==> config.mk <==
export PLATFORM = sky130hd
export DESIGN_NAME = ups_serial_frame_receiver_top
export DESIGN_NICKNAME = d
export VERILOG_FILES = /design/src/sv/ups_sfr_pkg.sv /design/src/sv/ups_sfr_core.sv /design/src/sv/ups_serial_frame_receiver_top.sv
export VERILOG_INCLUDE_DIRS = /design/src /design/src/sv
export SDC_FILE = /design/constraint.sdc
export NUM_CORES = 1
export LEC_CHECK = 0
export BUFFER_PORTS_ARGS = -buffer_cell sky130_fd_sc_hd__buf_2
export CAP_MARGIN = 10
export CORE_UTILIZATION = 54
export CTS_CLUSTER_SIZE = 30
export DETAILED_ROUTE_END_ITERATION = 8
export GPL_TIMING_DRIVEN = 0
export PLACE_DENSITY = 0.75
export SLEW_MARGIN = 10
export SYNTH_ARGS = -nofsm -noshare
export SYNTH_HDL_FRONTEND = slang
export SYNTH_SLANG_ARGS = --single-unit
==> constraint.sdc <==
create_clock -name clk -period 4.3 [get_ports clk]
set_input_delay 0.215 -clock clk [delete_from_list [all_inputs] [get_ports clk]]
set_output_delay 0.215 -clock clk [all_outputs]
set_load 0.01 [all_outputs]
==> src/sv/ups_serial_frame_receiver_top_assert.svh <==
//------------------------------------------------------------------------------
// UPS serial frame receiver assertion macros
// Concurrent assertion wrappers shared by the receiver modules. They sample
// on clk and are disabled while rst_n is low.
//------------------------------------------------------------------------------
`ifndef UPS_SERIAL_FRAME_RECEIVER_TOP_ASSERT_SVH
`define UPS_SERIAL_FRAME_RECEIVER_TOP_ASSERT_SVH

`ifndef SYNTHESIS

// Same-cycle implication.
`define UPS_SFR_ASSERT_IMPLY(label, ante, cons) \
    label: assert property (@(posedge clk) disable iff (!rst_n) (ante) |-> (cons)) \
        else $error("ups_sfr: same-cycle check failed");

// Next-cycle implication.
`define UPS_SFR_ASSERT_NEXT(label, ante, cons) \
    label: assert property (@(posedge clk) disable iff (!rst_n) (ante) |=> (cons)) \
        else $error("ups_sfr: next-cycle check failed");

`else

`define UPS_SFR_ASSERT_IMPLY(label, ante, cons)
`define UPS_SFR_ASSERT_NEXT(label, ante, cons)

`endif

`endif

==> src/sv/ups_sfr_pkg.sv <==
//------------------------------------------------------------------------------
// UPS serial frame receiver package
// Widths, status codes and the result record shared by the receiver modules.
//------------------------------------------------------------------------------
`default_nettype none

package ups_sfr_pkg;

    // Framing constants.
    localparam logic [7:0] START_BYTE  = 8'h02;
    localparam logic [9:0] HUNT_RESET  = 10'd256;
    localparam logic [7:0] MIN_LENGTH  = 8'd2;

    // Configuration register indexes.
    localparam logic CFG_EXPECTED_COMMAND = 1'b0;
    localparam logic CFG_HUNT_LIMIT       = 1'b1;

    localparam int CFG_DATA_W = 10;
    localparam int OUT_DATA_W = 24;

    // Frame status codes.
    localparam logic [2:0] ST_OK       = 3'd0;
    localparam logic [2:0] ST_BAD_CMD  = 3'd1;
    localparam logic [2:0] ST_BAD_SUM  = 3'd2;
    localparam logic [2:0] ST_BAD_LEN  = 3'd3;
    localparam logic [2:0] ST_NO_START = 3'd4;
    localparam logic [2:0] ST_READ_ERR = 3'd5;

    // One result item.
    typedef struct packed {
        logic [7:0] body_byte;
        logic       frame_end;
        logic [2:0] status;
        logic [7:0] body_count;
    } sfr_result_t;

endpackage

`default_nettype wire

==> src/sv/ups_sfr_core.sv <==
//------------------------------------------------------------------------------
// UPS serial frame receiver core
// Frame state machine: start hunt, length, body and checksum checking. Holds
// the configuration registers and produces at most one result per byte.
//------------------------------------------------------------------------------
`default_nettype none
`include "ups_serial_frame_receiver_top_assert.svh"

module ups_sfr_core (
    input  wire logic                              clk,
    input  wire logic                              rst_n,
    input  wire logic                              cfg_we,
    input  wire logic                              cfg_index,
    input  wire logic [ups_sfr_pkg::CFG_DATA_W-1:0] cfg_data,
    input  wire logic                              in_take,
    input  wire logic                              in_abort,
    input  wire logic [7:0]                        in_byte,
    output logic                                   res_valid,
    output ups_sfr_pkg::sfr_result_t               res
);

    typedef enum logic [1:0] {
        PH_HUNT = 2'd0,
        PH_LEN  = 2'd1,
        PH_BODY = 2'd2,
        PH_SUM  = 2'd3
    } phase_t;

    phase_t     phase_reg, phase_next;
    logic [9:0] hunt_count_reg, hunt_count_next;
    logic [7:0] bytes_left_reg, bytes_left_next;
    logic [7:0] running_sum_reg, running_sum_next;
    logic       first_seen_reg, first_seen_next;
    logic       cmd_match_reg, cmd_match_next;
    logic [7:0] delivered_reg, delivered_next;
    logic [7:0] expected_cmd_reg;
    logic [9:0] hunt_limit_reg;
    logic [9:0] hunt_inc;
    logic [7:0] left_dec;
    logic       finish;
    logic [2:0] finish_status;

    // Configuration registers.
    always_ff @(posedge clk or negedge rst_n)
    begin
        if (!rst_n)
        begin
            expected_cmd_reg <= 8'd0;
            hunt_limit_reg   <= ups_sfr_pkg::HUNT_RESET;
        end
        else if (cfg_we)
        begin
            unique case (cfg_index)
                ups_sfr_pkg::CFG_EXPECTED_COMMAND: expected_cmd_reg <= cfg_data[7:0];
                ups_sfr_pkg::CFG_HUNT_LIMIT:       hunt_limit_reg   <= cfg_data;
                default:                           hunt_limit_reg   <= hunt_limit_reg;
            endcase
        end
    end

    assign hunt_inc = hunt_count_reg + 10'd1;
    assign left_dec = bytes_left_reg - 8'd1;

    // Per-byte update of the frame state and the result it causes.
    always_comb
    begin
        phase_next       = phase_reg;
        hunt_count_next  = hunt_count_reg;
        bytes_left_next  = bytes_left_reg;
        running_sum_next = running_sum_reg;
        first_seen_next  = first_seen_reg;
        cmd_match_next   = cmd_match_reg;
        delivered_next   = delivered_reg;
        finish           = 1'b0;
        finish_status    = ups_sfr_pkg::ST_OK;
        res_valid        = 1'b0;
        res              = '0;

        if (in_take)
        begin
            if (in_abort)
            begin
                finish        = 1'b1;
                finish_status = ups_sfr_pkg::ST_READ_ERR;
            end
            else
            begin
                unique case (phase_reg)
                    PH_HUNT:
                    begin
                        if (in_byte == ups_sfr_pkg::START_BYTE)
                        begin
                            hunt_count_next = 10'd0;
                            phase_next      = PH_LEN;
                        end
                        else if (hunt_inc >= hunt_limit_reg)
                        begin
                            finish        = 1'b1;
                            finish_status = ups_sfr_pkg::ST_NO_START;
                        end
                        else
                        begin
                            hunt_count_next = hunt_inc;
                        end
                    end
                    PH_LEN:
                    begin
                        if (in_byte < ups_sfr_pkg::MIN_LENGTH)
                        begin
                            finish        = 1'b1;
                            finish_status = ups_sfr_pkg::ST_BAD_LEN;
                        end
                        else
                        begin
                            running_sum_next = in_byte;
                            bytes_left_next  = in_byte - 8'd1;
                            delivered_next   = 8'd0;
                            first_seen_next  = 1'b0;
                            cmd_match_next   = 1'b0;
                            phase_next       = PH_BODY;
                        end
                    end
                    PH_BODY:
                    begin
                        if (!first_seen_reg)
                        begin
                            cmd_match_next  = (in_byte == expected_cmd_reg);
                            first_seen_next = 1'b1;
                        end
                        running_sum_next = running_sum_reg + in_byte;
                        delivered_next   = delivered_reg + 8'd1;
                        bytes_left_next  = left_dec;
                        if (left_dec == 8'd0)
                        begin
                            phase_next = PH_SUM;
                        end
                        res_valid     = 1'b1;
                        res.body_byte = in_byte;
                    end
                    PH_SUM:
                    begin
                        finish = 1'b1;
                        if (!cmd_match_reg)
                        begin
                            finish_status = ups_sfr_pkg::ST_BAD_CMD;
                        end
                        else if (in_byte != running_sum_reg)
                        begin
                            finish_status = ups_sfr_pkg::ST_BAD_SUM;
                        end
                        else
                        begin
                            finish_status = ups_sfr_pkg::ST_OK;
                        end
                    end
                    default:
                    begin
                        phase_next = PH_HUNT;
                    end
                endcase
            end

            // A status result closes the attempt and clears the frame state.
            if (finish)
            begin
                res_valid        = 1'b1;
                res.frame_end    = 1'b1;
                res.status       = finish_status;
                res.body_count   = delivered_reg;
                phase_next       = PH_HUNT;
                hunt_count_next  = 10'd0;
                bytes_left_next  = 8'd0;
                running_sum_next = 8'd0;
                first_seen_next  = 1'b0;
                cmd_match_next   = 1'b0;
                delivered_next   = 8'd0;
            end
        end
    end

    // Frame state registers.
    always_ff @(posedge clk or negedge rst_n)
    begin
        if (!rst_n)
        begin
            phase_reg       <= PH_HUNT;
            hunt_count_reg  <= 10'd0;
            bytes_left_reg  <= 8'd0;
            running_sum_reg <= 8'd0;
            first_seen_reg  <= 1'b0;
            cmd_match_reg   <= 1'b0;
            delivered_reg   <= 8'd0;
        end
        else
        begin
            phase_reg       <= phase_next;
            hunt_count_reg  <= hunt_count_next;
            bytes_left_reg  <= bytes_left_next;
            running_sum_reg <= running_sum_next;
            first_seen_reg  <= first_seen_next;
            cmd_match_reg   <= cmd_match_next;
            delivered_reg   <= delivered_next;
        end
    end

    // A closing status always leaves the receiver hunting again.
    `UPS_SFR_ASSERT_NEXT(a_end_to_hunt, res_valid && res.frame_end, phase_reg == PH_HUNT && delivered_reg == 8'd0)
    // No body bytes are counted while hunting.
    `UPS_SFR_ASSERT_IMPLY(a_hunt_no_body, phase_reg == PH_HUNT, delivered_reg == 8'd0 && bytes_left_reg == 8'd0)
    // Body results come only from the body phase.
    `UPS_SFR_ASSERT_IMPLY(a_body_phase, res_valid && !res.frame_end, phase_reg == PH_BODY && res.status == ups_sfr_pkg::ST_OK)

endmodule

`default_nettype wire

==> src/sv/ups_serial_frame_receiver_top.sv <==
//------------------------------------------------------------------------------
// UPS serial frame receiver top level
// Byte stream in, body bytes and one closing status per frame attempt out.
//------------------------------------------------------------------------------
// Usage:
//   The slave stream carries one serial byte per transfer in s_tdata, with
//   s_tuser high for an abort (read error or timeout). The master stream
//   carries one result per transfer: a body byte, or with m_tlast high the
//   closing status and the count of body bytes delivered.
//   A result caused by a byte is registered in the output stage, in the result
//   register or, while the master side stalls, in the skid register. Throughput
//   is one byte per cycle while s_tready is high.
//   A two-entry output stage (result register plus skid register) keeps the
//   input open while one result waits; s_tready drops only when both hold
//   results, and rises again as soon as the downstream side takes one.
//   Configuration writes are taken at any edge with cfg_we high and should
//   only be made while the receiver is idle.
//   Reset clears the frame state, empties the output stage, sets the
//   expected command to zero and the hunt limit to 256.
//------------------------------------------------------------------------------
`default_nettype none
`include "ups_serial_frame_receiver_top_assert.svh"

module ups_serial_frame_receiver_top (
    input  wire logic                                clk,
    input  wire logic                                rst_n,
    // Configuration write port: index 0 expected command, index 1 hunt limit.
    input  wire logic                                cfg_we,
    input  wire logic                                cfg_index,
    input  wire logic [ups_sfr_pkg::CFG_DATA_W-1:0]  cfg_data,
    // Slave stream.
    input  wire logic                                s_tvalid,
    output logic                                     s_tready,
    input  wire logic [7:0]                          s_tdata,  // [7:0] rx_byte
    input  wire logic                                s_tuser,  // [0] op (1 = abort)
    // Master stream.
    output logic                                     m_tvalid,
    input  wire logic                                m_tready,
    output logic [ups_sfr_pkg::OUT_DATA_W-1:0]       m_tdata,  // [7:0] body_byte,
                                                               // [10:8] status,
                                                               // [18:11] body_count,
                                                               // [23:19] zero
    output logic                                     m_tlast   // frame_end
);

    logic                     in_take;
    logic                     res_valid;
    ups_sfr_pkg::sfr_result_t res;
    logic                     out_valid_reg;
    ups_sfr_pkg::sfr_result_t out_data_reg;
    logic                     skid_valid_reg;
    ups_sfr_pkg::sfr_result_t skid_data_reg;
    logic                     out_free;

    assign s_tready = !skid_valid_reg;
    assign in_take  = s_tvalid && s_tready;
    assign out_free = !out_valid_reg || m_tready;

    ups_sfr_core u_core (
        .clk       (clk),
        .rst_n     (rst_n),
        .cfg_we    (cfg_we),
        .cfg_index (cfg_index),
        .cfg_data  (cfg_data),
        .in_take   (in_take),
        .in_abort  (s_tuser),
        .in_byte   (s_tdata),
        .res_valid (res_valid),
        .res       (res)
    );

    // Output stage valid flags.
    always_ff @(posedge clk or negedge rst_n)
    begin
        if (!rst_n)
        begin
            out_valid_reg  <= 1'b0;
            skid_valid_reg <= 1'b0;
        end
        else if (out_free)
        begin
            out_valid_reg  <= skid_valid_reg || res_valid;
            skid_valid_reg <= 1'b0;
        end
        else if (res_valid)
        begin
            skid_valid_reg <= 1'b1;
        end
    end

    // Output stage payload; the skid entry is older than any new result.
    always_ff @(posedge clk)
    begin
        if (out_free)
        begin
            out_data_reg <= skid_valid_reg ? skid_data_reg : res;
        end
        else if (res_valid)
        begin
            skid_data_reg <= res;
        end
    end

    assign m_tvalid = out_valid_reg;
    assign m_tlast  = out_data_reg.frame_end;
    assign m_tdata  = {5'd0, out_data_reg.body_count, out_data_reg.status,
                       out_data_reg.body_byte};

    // The skid entry is only ever filled behind a waiting result.
    `UPS_SFR_ASSERT_IMPLY(a_skid_behind_out, skid_valid_reg, out_valid_reg)
    // A result arriving while the output is stalled lands in the skid entry.
    `UPS_SFR_ASSERT_NEXT(a_stall_to_skid, res_valid && out_valid_reg && !m_tready, skid_valid_reg && out_valid_reg)
    // A result with free output space is offered next cycle.
    `UPS_SFR_ASSERT_NEXT(a_result_shown, res_valid && out_free, out_valid_reg)

endmodule

`default_nettype wire
==> flow_summary.yaml <==
run_status:
  status: "finished, final reports clean"
timing:
  fin_crit_sh: 0.841
  fin_crit_ns: 3.62
  hold_slack_ns: 0.0790
  max_slew_margin: 0.345
  skew_ns: 0.0163
  hold_viol_final: 0
  slew_viol_final: 0
  setup_violations: 0
  fmax_ghz: 0.276
  tightest_slew_ns: 0.983
  rsz0062_at_grt: "no"
  tns_ns: 0
power_and_ir_drop:
  p_per_area_nw_per_um2: 334
  pwr-share-clk: 0.284
  power.total_w: 0.00205
  switching_share: 0.296
  internal_power_w: 0.00144
  leakage_nw: 2.89
  peakVddDrop_mv: 0.164
  share_comb_of_total_power: 0.181
  switching_power_w: 0.000606
  seqPwrFrac: 0.535
clocking:
  root_buffer: "clkbuf_8"
  clock_sinks: 98
  cts_buffers: 9
  post-cts-setup-buffers: 0
  path_clk_slew_ns: 0.10
  htreeDepth: 3
  clock_latency_ns: 0.37
  cts.path.max_buffers: 2
  cts_tree: "yes"
worst_setup_path:
  crit_type: "reg -> reg"
  r2r-start: "u_core.hunt_count_reg[2]"
  required_ns: 4.37
  arrival_ns: 3.69
  critPathCaptureType: "register"
  critPathLaunch: "u_core.hunt_count_reg[2]"
  cp_max_fo: 13
  start_kind: "register"
route:
  routed_wl_um: 10800
  initialDrtViolationCount: 133
  via_count: 3937
  drc: 0
  drtPass1Iterations: 4
  vias_per_cell: 5.60
  detail-route-antenna-nets: 0
  wl_per_cell_um: 15.3
grt:
  grt_start_max_net_pins: 59
  track_usage: 0.219
  gr-total-overflow: 0
  grt_pass1_wl_um: 17800
  antenna_found_initial: 0
  grt_pass1_vias: 3664
synthesis:
  yosysUniqueCellTypes: 69
  syn_avg_cell_area_um2: 10.9
  ys_ff_latch: 98
  synth-warning-count: 0
  syn_inst: 503
  syn_area_um2: 5500
  yosysSeqAreaShare: 0.482
  synthFlopType: "dfrtp_1"
  synth_edf_count: 40
  synthArstFlopShare: 0.592
layout:
  drive_above_1_share: 0.212
  nFillCells: 837
  finalNetCount: 619
  largest_reg_flops: 20
  area_delta_synth_final_pct: 11.3
  diodes: 0
floorplan:
  die_area_um2: 10600
  core_area_um2: 9820
  io_pins: 52
  initial_utilization: 0.560
  die_x_um: 103
  die_h_um: 103
  fp-row-count: 36
placement:
  place_congestion: 0.886
  hpwl_um: 8030
  buffer_ports.inserted: 45
run:
  drv_cap: 0
min_path:
  hold_path_class: "in -> reg"
  min_from: "cfg_data[8]"
[what timing repair did]
item / in CTS / in global routing
hold buffers: 1 / 0
gates resized for setup: 0 / 0
hold endpoints to repair: 57 / 0
[stage by stage]
stage | util | cell area [um^2] | std cells | worst slack, ns
floorplan | - | 5520 | 507 | 0.231
global placement | 0.602 | 5910 | 685 | -0.358
detailed placement | 0.603 | 5920 | 686 | 0.687
CTS | 0.624 | 6120 | 703 | 0.658
global route | 0.624 | 6120 | 703 | 0.316
finish | 0.624 | 6120 | 703 | 0.683
[placed cells by master (no fill, tap or decap), types with 5 or more instances in the layout]
| cell | Yosys | layout |
|---|---|---|
| xnor2_1 | 21 | 21 |
| nand2_1 | 32 | 32 |
| and3_1 | 19 | 19 |
| nand2b_1 | 5 | 5 |
| dfrtp_1 | 57 | 57 |
| buf_4 | 7 | 9 |
| nor2_1 | 26 | 26 |
| o21ai_0 | 27 | 27 |
| mux2_2 | 19 | 19 |
| or3_1 | 6 | 6 |
| a21oi_1 | 21 | 21 |
| clkbuf_8 | 2 | 11 |
| ha_1 | 28 | 28 |
| mux2i_1 | 6 | 6 |
| nor3_1 | 9 | 8 |
| a22o_1 | 6 | 6 |
| edfxtp_1 | 40 | 40 |
| a21o_1 | 25 | 25 |
| conb_1 | 1 | 5 |
| nor2b_1 | 6 | 6 |
| buf_2 | 0 | 44 |
| o31ai_1 | 5 | 5 |
| inv_1 | 29 | 29 |
| xor2_1 | 10 | 10 |
| nand3_1 | 13 | 13 |
| o21a_1 | 5 | 5 |
| clkbuf_1 | 8 | 8 |
[metal layers]
layer	share of wire	wire length, um	up-vias	global-route usage
met4	0.011	117	0	0.0585
met2	0.47	5090	96	0.355
met3	0.050	535	10	0.0393
met5	0	0	-	0
met1	0.47	5010	1901	0.304
li1	-	-	1930	-
[worst paths after layout]
path / end / slack, ns / cells past startpoint
hold reg to reg: u_core.running_sum_reg[6] / 0.50 / 2
setup reg to reg: skid_data_reg[9] / 0.68 / 13
hold / removal: u_core.hunt_limit_reg[8] / 0.08 / 2
max in group asynchronous: u_core.cmd_match_reg / 3.35 / 2
min in group asynchronous: u_core.delivered_reg[3] / 0.46 / 2
setup / recovery: skid_data_reg[9] / 0.68 / 13
[layout make-up]
class	instances	area [um^2]	area share
Sequential cell	98	2650	0.433
Multi-Input combinational cell	358	2600	0.424
Timing Repair Buffer	47	245	0.0400
Tap cell	133	166	0.0272
Buffer	22	159	0.0260
Clock buffer	9	124	0.0202
Inverter	29	109	0.0178
Clock inverter	7	67.6	0.0110
[cells by family (layout without fill, tap and decap cells)]
group | count (synthesis) | after routing | share of synthesized area
flops | 98 | 98 | 0.482
mux | 26 | 26 | 0.0525
buf+inv | 51 | 114 | 0.0487
simple gates | 144 | 144 | 0.141
other cells | 1 | 5 | 0.000682
fa+ha+maj | 29 | 29 | 0.0673
compound gates | 123 | 123 | 0.158
xor+xnor | 31 | 31 | 0.0494
[critical path: stages, from the launching register on]
cell and delay (ns):
dfrtp_1 0.33, clkbuf_1 0.26, and3_1 0.22, and3_1 0.25, and3_1 0.22, nand3_1 0.10, xnor2_1 0.16, ha_1 0.30
nand2_1 0.08, nor2_1 0.25, a31o_4 0.26, nor2_1 0.11, nor3_2 0.45, buf_4 0.31
[power groups by stage]
stage               registers (W)  logic [W]  clock network [W]
floorplan                 0.00112   0.000254                  0
global placement          0.00111   0.000354                  0
detailed placement        0.00111   0.000369                  0
CTS                       0.00109   0.000372           0.000594
global route              0.00111   0.000416           0.000625
finish                    0.00109   0.000371           0.000581
[synthesized netlist by cell type (3+ instances only)]
cell type  count  area (um^2)
inv_1         29          109
and3_1        19          119
ha_1          28          350
or3_1          6         37.5
nor3_1         9         45.0
nand2_1       32          120
o21ai_0       27          135
and2_2         3         22.5
o21a_1         5         37.5
and2_1         4         25.0
a21o_1        25          188
buf_4          7         52.6
clkbuf_1       8         30.0
o31ai_1        5         37.5
a21oi_1       21          105
mux2i_1        6         60.1
nand2b_1       5         31.3
nand3_1       13         65.1
xor2_1        10         87.6
o22ai_1        3         18.8
nor3b_1        4         30.0
mux2_2        19          214
nor2b_1        6         37.5
edfxtp_1      40         1200
a22o_2         3         30.0
nor4_1         4         25.0
xnor2_1       21          184
buf_6          4         45.0
nor2_1        26         97.6
o21ai_1        4         20.0
a22o_1         6         52.6
dfrtp_1       57         1430
a211oi_1       4         30.0
(Power assumes the default switching activity.)
